### config.mk
export PLATFORM = sky130hd
export DESIGN_NAME = echo_pulse_distance_meter_top
export DESIGN_NICKNAME = d
export VERILOG_FILES = /design/src/rtl/epdm_pkg.sv /design/src/rtl/epdm_front.sv /design/src/rtl/epdm_queue.sv /design/src/rtl/epdm_back.sv /design/src/rtl/echo_pulse_distance_meter_top.sv
export SDC_FILE = /design/constraint.sdc
export NUM_CORES = 1
export LEC_CHECK = 0
export BUFFER_PORTS_ARGS = -buffer_cell sky130_fd_sc_hd__buf_2
export CAP_MARGIN = 20
export CORE_ASPECT_RATIO = 1.2
export CORE_MARGIN = 2
export CORE_UTILIZATION = 43
export CTS_CLUSTER_DIAMETER = 150
export DETAILED_ROUTE_END_ITERATION = 10
export HOLD_SLACK_MARGIN = 0.12
export PLACE_DENSITY = 0.72
export SLEW_MARGIN = 15
export SYNTH_ARGS = -nofsm -noshare
export SYNTH_HDL_FRONTEND = slang
export SYNTH_SLANG_ARGS = --single-unit
export TNS_END_PERCENT = 5
### constraint.sdc
create_clock -name i_clk -period 6.5 [get_ports i_clk]
set_input_delay 1.3 -clock i_clk [delete_from_list [all_inputs] [get_ports i_clk]]
set_output_delay 1.3 -clock i_clk [all_outputs]
set_load 0.1 [all_outputs]
### src/rtl/epdm_pkg.sv
// ----------------------------------------------------------------------------
// epdm_pkg: shared definitions of the echo pulse distance meter
// Request codes, status codes, register map, queue sizing and the job record
// passed from the front part to the back part.
// ----------------------------------------------------------------------------
`default_nettype none

package epdm_pkg;

    localparam logic [1:0] OP_START   = 2'd0;
    localparam logic [1:0] OP_CAPTURE = 2'd1;
    localparam logic [1:0] OP_TICK    = 2'd2;

    localparam logic [1:0] ST_OK      = 2'd0;
    localparam logic [1:0] ST_RANGE   = 2'd1;
    localparam logic [1:0] ST_TIMEOUT = 2'd2;

    localparam logic [1:0] REG_MIN_WIDTH = 2'd0;
    localparam logic [1:0] REG_MAX_WIDTH = 2'd1;
    localparam logic [1:0] REG_TIMEOUT   = 2'd2;

    localparam logic [15:0] MIN_WIDTH_RESET = 16'd36;
    localparam logic [15:0] MAX_WIDTH_RESET = 16'd725;
    localparam logic [15:0] TIMEOUT_RESET   = 16'd25000;

    localparam int WIDTH_W = 16;
    localparam int DIST_W  = 14;

    // Division of 4*width by 29 is a multiply by ceil(2^23 / 29) and a shift.
    localparam int          DIV_SHIFT = 23;
    localparam int          DIV_RECIP_W = 19;
    localparam logic [18:0] DIV_RECIP = 19'd289263;

    localparam int QUEUE_AW    = 2;
    localparam int QUEUE_DEPTH = 1 << QUEUE_AW;

    typedef enum logic [2:0] {
        PH_IDLE = 3'b001,
        PH_RISE = 3'b010,
        PH_FALL = 3'b100
    } t_phase;

    typedef struct packed {
        logic               timeout;
        logic [WIDTH_W-1:0] width;
    } t_job;

    typedef struct packed {
        logic [WIDTH_W-1:0] min_width;
        logic [WIDTH_W-1:0] max_width;
        logic [WIDTH_W-1:0] timeout;
    } t_cfg;

endpackage

`default_nettype wire

### src/rtl/epdm_front.sv
// ----------------------------------------------------------------------------
// epdm_front: request intake and measurement sequencing
// Tracks the measurement phase, the rising stamp and the tick count, and
// queues a job for every request that ends a measurement.
// ----------------------------------------------------------------------------
`default_nettype none

module epdm_front (
    input  wire logic                        i_clk,
    input  wire logic                        i_rst_n,
    input  wire logic                        i_valid,
    output logic                             o_ready,
    input  wire logic [1:0]                  i_op,
    input  wire logic [epdm_pkg::WIDTH_W-1:0] i_capture_value,
    input  wire logic [epdm_pkg::WIDTH_W-1:0] i_timeout_ticks,
    input  wire logic                        i_full,
    output logic                             o_push,
    output epdm_pkg::t_job                   o_job
);
    import epdm_pkg::*;

    t_phase             r_phase, n_phase;
    logic [WIDTH_W-1:0] r_rise, n_rise;
    logic [WIDTH_W-1:0] r_wait, n_wait;
    logic [WIDTH_W-1:0] wait_inc;
    logic               accept;

    assign o_ready  = !i_full;
    assign accept   = i_valid && !i_full;
    assign wait_inc = r_wait + 16'd1;

    always_comb begin
        n_phase = r_phase;
        n_rise  = r_rise;
        n_wait  = r_wait;
        o_push  = 1'b0;
        o_job.timeout = 1'b0;
        o_job.width   = i_capture_value - r_rise;
        if (accept) begin
            case (i_op)
                OP_START: begin
                    n_phase = PH_RISE;
                    n_rise  = '0;
                    n_wait  = '0;
                end
                OP_CAPTURE: begin
                    if (r_phase == PH_RISE) begin
                        n_rise  = i_capture_value;
                        n_phase = PH_FALL;
                    end else if (r_phase == PH_FALL) begin
                        n_phase = PH_IDLE;
                        o_push  = 1'b1;
                    end
                end
                OP_TICK: begin
                    if (r_phase != PH_IDLE) begin
                        n_wait = wait_inc;
                        if (wait_inc >= i_timeout_ticks) begin
                            n_phase       = PH_IDLE;
                            o_push        = 1'b1;
                            o_job.timeout = 1'b1;
                        end
                    end
                end
                default: begin
                end
            endcase
        end
    end

    always_ff @(posedge i_clk) begin
        if (!i_rst_n) begin
            r_phase <= PH_IDLE;
            r_rise  <= '0;
            r_wait  <= '0;
        end else begin
            r_phase <= n_phase;
            r_rise  <= n_rise;
            r_wait  <= n_wait;
        end
    end

endmodule

`default_nettype wire

### src/rtl/epdm_queue.sv
// ----------------------------------------------------------------------------
// epdm_queue: job queue between the front and back parts
// A small first-in first-out store that lets either side stall on its own.
// ----------------------------------------------------------------------------
`default_nettype none

module epdm_queue (
    input  wire logic           i_clk,
    input  wire logic           i_rst_n,
    input  wire logic           i_push,
    input  wire epdm_pkg::t_job i_job,
    output logic                o_full,
    input  wire logic           i_pop,
    output logic                o_valid,
    output epdm_pkg::t_job      o_job
);
    import epdm_pkg::*;

    t_job                r_mem [QUEUE_DEPTH];
    logic [QUEUE_AW-1:0] r_wptr, n_wptr;
    logic [QUEUE_AW-1:0] r_rptr, n_rptr;
    logic [QUEUE_AW:0]   r_count, n_count;
    logic                do_push, do_pop;

    assign o_full  = (r_count == (QUEUE_AW+1)'(QUEUE_DEPTH));
    assign o_valid = (r_count != '0);
    assign o_job   = r_mem[r_rptr];
    assign do_push = i_push && !o_full;
    assign do_pop  = i_pop && o_valid;

    always_comb begin
        n_wptr  = do_push ? r_wptr + 1'b1 : r_wptr;
        n_rptr  = do_pop ? r_rptr + 1'b1 : r_rptr;
        n_count = r_count;
        if (do_push && !do_pop) begin
            n_count = r_count + (QUEUE_AW+1)'(1);
        end else if (do_pop && !do_push) begin
            n_count = r_count - (QUEUE_AW+1)'(1);
        end
    end

    always_ff @(posedge i_clk) begin
        if (do_push) begin
            r_mem[r_wptr] <= i_job;
        end
    end

    always_ff @(posedge i_clk) begin
        if (!i_rst_n) begin
            r_wptr  <= '0;
            r_rptr  <= '0;
            r_count <= '0;
        end else begin
            r_wptr  <= n_wptr;
            r_rptr  <= n_rptr;
            r_count <= n_count;
        end
    end

endmodule

`default_nettype wire

### src/rtl/epdm_back.sv
// ----------------------------------------------------------------------------
// epdm_back: width check and distance conversion
// Takes a job from the queue, checks the width against the limits, scales it
// to a distance and holds the result in the output register.
// ----------------------------------------------------------------------------
`default_nettype none

module epdm_back (
    input  wire logic                         i_clk,
    input  wire logic                         i_rst_n,
    input  wire logic                         i_job_valid,
    input  wire epdm_pkg::t_job               i_job,
    input  wire epdm_pkg::t_cfg               i_cfg,
    output logic                              o_pop,
    output logic                              o_valid,
    input  wire logic                         i_ready,
    output logic [epdm_pkg::DIST_W-1:0]       o_distance,
    output logic [1:0]                        o_status
);
    import epdm_pkg::*;

    localparam int SCALED_W = WIDTH_W + 2;
    localparam int PROD_W   = SCALED_W + DIV_RECIP_W;

    logic                r_valid, n_valid;
    logic [DIST_W-1:0]   r_distance, n_distance;
    logic [1:0]          r_status, n_status;
    logic [SCALED_W-1:0] scaled;
    logic [PROD_W-1:0]   product;
    logic                in_range;

    assign scaled   = {i_job.width, 2'b00};
    assign product  = PROD_W'(scaled) * PROD_W'(DIV_RECIP);
    assign in_range = (i_job.width >= i_cfg.min_width) && (i_job.width <= i_cfg.max_width);
    assign o_pop    = i_job_valid && (!r_valid || i_ready);

    always_comb begin
        n_valid    = r_valid && !i_ready;
        n_distance = r_distance;
        n_status   = r_status;
        if (o_pop) begin
            n_valid = 1'b1;
            if (i_job.timeout) begin
                n_distance = '0;
                n_status   = ST_TIMEOUT;
            end else if (!in_range) begin
                n_distance = '0;
                n_status   = ST_RANGE;
            end else begin
                n_distance = product[DIV_SHIFT +: DIST_W];
                n_status   = ST_OK;
            end
        end
    end

    always_ff @(posedge i_clk) begin
        if (!i_rst_n) begin
            r_valid <= 1'b0;
        end else begin
            r_valid <= n_valid;
        end
    end

    always_ff @(posedge i_clk) begin
        r_distance <= n_distance;
        r_status   <= n_status;
    end

    assign o_valid    = r_valid;
    assign o_distance = r_distance;
    assign o_status   = r_status;

endmodule

`default_nettype wire

### src/rtl/echo_pulse_distance_meter_top.sv
// ----------------------------------------------------------------------------
// echo_pulse_distance_meter_top: ultrasonic echo pulse ranging
// Top level with the configuration registers, front part, queue and back part.
// ----------------------------------------------------------------------------
// Requests enter on i_valid/o_ready with i_op and i_capture_value: a start
// arms a measurement, the next two captures give the rising and falling
// timer stamps, and ticks count toward the timeout. A request that ends a
// measurement yields one result on o_valid/i_ready with o_distance and
// o_status; all other requests yield none.
// A request is taken every cycle while the queue is not full. Its result
// passes through the job queue into the output register; the multiply by
// the reciprocal of 29 sits between the queue head and that register.
// A four-entry job queue separates intake from the output register, so
// requests keep flowing while a result waits; o_ready drops only when the
// queue is full because the receiver holds i_ready low.
// Limits and timeout must be written over the APB port only while idle; the
// block does not enforce this. A synchronous reset returns it to idle,
// empties the queue, loads default limits (36, 725) and timeout (25000).
// ----------------------------------------------------------------------------
`default_nettype none

module echo_pulse_distance_meter_top (
    input  wire logic        i_clk,
    input  wire logic        i_rst_n,
    input  wire logic        i_valid,
    output logic             o_ready,
    input  wire logic [1:0]  i_op,
    input  wire logic [15:0] i_capture_value,
    output logic             o_valid,
    input  wire logic        i_ready,
    output logic [13:0]      o_distance,
    output logic [1:0]       o_status,
    input  wire logic        psel,
    input  wire logic        penable,
    input  wire logic        pwrite,
    input  wire logic [3:0]  paddr,
    input  wire logic [31:0] pwdata,
    output logic [31:0]      prdata,
    output logic             pready
);
    import epdm_pkg::*;

    t_cfg       r_cfg, n_cfg;
    logic       cfg_write;
    logic [1:0] reg_index;
    logic       push, full, pop, head_valid;
    t_job       push_job, head_job;

    assign pready    = 1'b1;
    assign reg_index = paddr[3:2];
    assign cfg_write = psel && penable && pwrite;

    always_comb begin
        n_cfg = r_cfg;
        if (cfg_write) begin
            case (reg_index)
                REG_MIN_WIDTH: n_cfg.min_width = pwdata[WIDTH_W-1:0];
                REG_MAX_WIDTH: n_cfg.max_width = pwdata[WIDTH_W-1:0];
                REG_TIMEOUT:   n_cfg.timeout   = pwdata[WIDTH_W-1:0];
                default: begin
                end
            endcase
        end
    end

    always_comb begin
        case (reg_index)
            REG_MIN_WIDTH: prdata = {16'd0, r_cfg.min_width};
            REG_MAX_WIDTH: prdata = {16'd0, r_cfg.max_width};
            REG_TIMEOUT:   prdata = {16'd0, r_cfg.timeout};
            default:       prdata = '0;
        endcase
    end

    always_ff @(posedge i_clk) begin
        if (!i_rst_n) begin
            r_cfg.min_width <= MIN_WIDTH_RESET;
            r_cfg.max_width <= MAX_WIDTH_RESET;
            r_cfg.timeout   <= TIMEOUT_RESET;
        end else begin
            r_cfg <= n_cfg;
        end
    end

    epdm_front u_front (
        .i_clk           (i_clk),
        .i_rst_n         (i_rst_n),
        .i_valid         (i_valid),
        .o_ready         (o_ready),
        .i_op            (i_op),
        .i_capture_value (i_capture_value),
        .i_timeout_ticks (r_cfg.timeout),
        .i_full          (full),
        .o_push          (push),
        .o_job           (push_job)
    );

    epdm_queue u_queue (
        .i_clk   (i_clk),
        .i_rst_n (i_rst_n),
        .i_push  (push),
        .i_job   (push_job),
        .o_full  (full),
        .i_pop   (pop),
        .o_valid (head_valid),
        .o_job   (head_job)
    );

    epdm_back u_back (
        .i_clk       (i_clk),
        .i_rst_n     (i_rst_n),
        .i_job_valid (head_valid),
        .i_job       (head_job),
        .i_cfg       (r_cfg),
        .o_pop       (pop),
        .o_valid     (o_valid),
        .i_ready     (i_ready),
        .o_distance  (o_distance),
        .o_status    (o_status)
    );

endmodule

`default_nettype wire

### Word level (Yosys, flattened, before mapping)

Memory sizes are Yosys's and may differ from the RTL's. A register that Yosys moved wholly into a read port is not among the register bits.
Index checks and enable logic that the tools add are counted.

* $add $sub $neg: 6
* $mul: 1
* magnitude comparators: 3
* eq/ne operators: 12
* mux-type cells: 26
* bitwise logic cells: 1
* reductions and logical operators: 30

Operators with widths (number)
* one-hot mux 16 bit (2 select lines): 2
* one-hot mux 16 bit (3 select lines): 1
* multiplier 16 x 19 -> 35 bit, second input constant: 1
* greater-or-equal comparator 16 bit: 2
* two-way mux 16 bit: 2
* two-way mux 3 bit: 6
* adder 16 x 1 -> 16 bit, second input constant: 1
* less-or-equal comparator 16 bit: 1
* subtractor 16 bit: 1
* two-way mux 1 bit: 11
* logical AND 1 bit: 10
* one-hot mux 3 bit (3 select lines): 1
* == test 3 bit, second input constant: 2
* != test 2 x 1 -> 1 bit, second input constant: 3
* != test 3 x 1 -> 1 bit, second input constant: 2
* AND reduction 2 bit: 3
* AND reduction 3 bit: 2
* nonzero test 2 bit: 3
* nonzero test 3 bit: 2
* logical NOT 1 bit: 5
* AND reduction 5 bit: 1
* adder 2 x 1 -> 2 bit, second input constant: 2
* == test 2 x 1 -> 1 bit, second input constant: 2
* == test 2 bit, second input constant: 2
* 9 further kinds: 11

* bits in registers: 107
* RAM bits: 68
* bits of input ports: 61
* output and inout bits: 51
* logic and storage cells: 92
* memories kept: 1

Memory list
* u_queue.r_mem: depth 4, width 17, read ports 1, clocked after memory_dff 1, wr ports 1, RTL line epdm_queue.sv:19 `t_job r_mem [QUEUE_DEPTH];`

### Logic depth before layout (Yosys ltp)

* depth in word-level cells: 11
* mapped depth: 23
* depth with buffers taken out: 22

### Cells and area by module

A second synthesis with hierarchy kept.

* cell total of the unflattened synthesis: 1529
* area, all modules: 15383.5 µm²

Modules (own cells, without submodules)
* epdm_back: instances 1, cells each 724, area an instance 6906.6 µm², seq. area each 500.5 µm²
* epdm_front: instances 1, cells each 403, area an instance 3105.5 µm², seq. area each 700.7 µm²
* epdm_queue: instances 1, cells each 137, area an instance 2967.8 µm², seq. area each 2222.1 µm²
* echo_pulse_distance_meter_top: instances 1, cells each 265, area an instance 2403.6 µm², seq. area each 960.9 µm²

### Worst setup path before layout

No wires, ideal clock.

* path kind: register -> register
* start: reg with a tool-made name
* end: reg u_back.r_distance[12], in the netlist u_back.o_distance[12], data pin
* library setup time: 266 ps
* arrival: 6648 ps
* data required time: 6234 ps
* slack: -414 ps
* cell stages (with the launch flop): 23
* buffers on the path: 2
* clock period less this slack: 6914 ps
* cells stage by stage: dfxtp_1 -> buf_6 -> buf_1 -> mux4_2 -> fa_1 -> inv_1 -> fa_1 -> inv_1 -> fa_1 -> fa_1 -> fa_1 -> inv_1 -> fa_1 -> inv_1 -> ha_1 -> a21oi_1 -> o21ai_0 -> a32oi_1 -> o2111ai_4 -> a311oi_4 -> o31ai_1 -> xnor2_1 -> nor2_1

RTL lines
* to (signal assigned): RTL line epdm_back.sv:65 `r_distance <= n_distance;`
* to (decl): RTL line epdm_back.sv:26 `logic [DIST_W-1:0] r_distance, n_distance;`

==> qor.yml <==
relSlewSlack_pct: 40.3
drive_gt1_share_pct: 17.6
die_area_um2: 36000
cts_hold_buf: 0
rows: 74
route.met3.wl_um: 1280
cp_top_family: "adder cells"
drt_wl_total_um: 34600
wl_per_cell_um: 16.2
antenna_cells: 0
postSynthAreaPerCell_um2: 9.81
cts-root-buf: "clkbuf_16"
post-route-min-period_ns: 6.55
slew_viol_final: 0
syn_to_final_growth_pct: 16.9
routed-wl-met2_um: 17600
crit_required_ns: 6.66
portBuffers: 76
cts_sinks: 177
synth_top_cell_by_area: "ha_1"
die_h_um: 207
ys_top_cells_by_area: "ha_1, edfxtp_1, fa_1"
syn_area_um2: 14800
path_common_cell: "fa_1"
yosysTopAreaCellShare_pct: 17.9
clk_pin_slew_ns: 0.06
hold_class: "reg -> reg"
outcome: "complete, but fails checks"
crit_slowest_cell: "fa_1"
cts_tree: "built"
synthCells: 1510
max_stage_delay_ns: 0.57
rsz0062_at_grt: "true"
synth_seq_area_share_pct: 29.6
max_freq_ghz: 0.153
nNetsFinal: 2051
grt_pass1_vias: 11300
die_x_um: 173
worstPathArrival_ns: 6.71
period_share_pct: 101
worst_pin_slew_ns: 0.884
critPathLaunchType: "flop"
viasPerCell: 5.19
io_pins: 112
num_vias: 11100
dr.first_iter.drc_count: 606
yosysMostFrequentCell: "inv_1"
grt_use_total_pct: 19.4
synth_edf_count: 84
core_um2: 34000
antenna_left: 0
fin_worst_skew_ns: 0.0137
initial_core_util_pct: 43.6
grt_pass1_wl_um: 56400
path_class: "reg -> reg"
top_layer: "met4"
dp_hpwl_um: 27000
drcViolationCount: 0
clk-insertion-delay-late_ns: 0.44
grt_max_degree: 44
htreeDepth: 4
cp_max_fo: 6
ys_types: 66
antenna_found_initial: 0
endpoint_kind: "flop"
setup_viol: 3
ys.flop_type: "dfxtp_1"
wl_met1_um: 14500
ys_warn_count: 0
crit_chain: "buf_12 > buf_12 > mux4_2 > fa_1 > inv_2 > fa_1 > inv_2 > fa_1 > fa_1 > fa_1 > inv_2 > fa_1 > inv_2 > ha_4 > nand3_4 > nor3_4 > nand4_1 > o2111ai_4 > a311oi_4 > o31ai_2 > xnor2_1 > nor2_1"
violations: "setup timing"
fin_setup_tns_ns: -0.0880
ys_ff_latch: 177
numCtsBuffers: 17
clockBufferDepth: 2
gp_congestion: 0.958
dpl.cell_count: 2080
globalRouteOverflowTotal: 0
setup_ws_ns: -0.0472
synthArstFlopShare_pct: 0
critPathBufInv: 6
firstDrtPassIters: 6
fin_cells: 2135
maxCapViolations: 0
synth_common_cells: "inv_1, ha_1, nand2_1, fa_1, dfxtp_1"
hold_viol: 0
state kept, by name, indices dropped and copies added (netlist names), 3 cells and up, named ones only:
signal             count
u_back.o_distance     14
u_front.r_rise        16
u_queue.r_mem         68
u_front.r_wait        16
u_queue.r_count        3
u_front.r_phase        3
r_cfg                 48
cells by family after synthesis:
group | after synthesis | share of synthesized area [%]
other cells | 2 | 0.0507
fa+ha+maj | 324 | 33.0
compound gates | 262 | 11.6
flops | 177 | 29.6
xor+xnor | 41 | 2.42
mux | 35 | 4.01
simple gates | 333 | 10.3
buf+inv | 336 | 9.00
final cells by class:
cell class | instances | area, um2
sequential | 177 | 4390
inverter | 281 | 1050
clock buffer | 21 | 493
timing repair buffer | 177 | 1250
multi-input combinational | 1012 | 9450
tap | 456 | 571
clock inverter | 11 | 96.3
fill | 3031 | 16700
metal layers:
layer	vias up	GRT usage, %
met5	-	0
met4	0	7.77
met3	63	2.44
met2	275	34.9
met1	5365	23.6
li1	5367	-
tightest hold or removal path: cells and delay by family (launching register included):
kind | cells | cell delay (ns)
simple gates | 1 | 0.05
compound gates | 1 | 0.05
flops | 1 | 0.32
worst paths after layout:
check | startpoint | to | slack (ns) | cells after the start
worst max register to register | flop | u_back.o_distance[11] | -0.05 | 22
worst max-delay path | flop | u_back.o_distance[11] | -0.05 | 22
worst min-delay path | r_cfg[38] | r_cfg[38] | 0.47 | 2
worst min register to register | r_cfg[38] | r_cfg[38] | 0.47 | 2
placed cells by master (no fill, tap or decap), drive strengths merged, types with 21 or more instances in the layout:
cell    count
inv       288
ha        212
buf       177
nand2     136
fa        112
dfxtp      93
a21oi      87
edfxtp     84
nor2       79
o21ai      53
a21o       26
xnor2      23
clkbuf     21
through the flow:
stage	util [%]	cell area (um2)	hold WS, ns	setup slack, ns
6_report	50.9	17300	0.470	-0.0472
5_1_grt	50.9	17300	0.499	-0.252
4_1_cts	50.5	17200	0.469	-0.00848
3_5_place_dp	47.6	16200	0.461	-0.301
3_3_place_gp	47.6	16200	0.457	-0.192
2_1_floorplan	-	14900	0.449	0.0119
repair_timing:
action	CTS	global route
gates cloned	1	0
pin swaps	51	26
buffers inserted	13	8
setup endpoints to repair	12	13
gates resized for setup	56	27
Power is not shown: default switching activity piles up to over one toggle a cycle in this logic, so the estimate is an artifact.
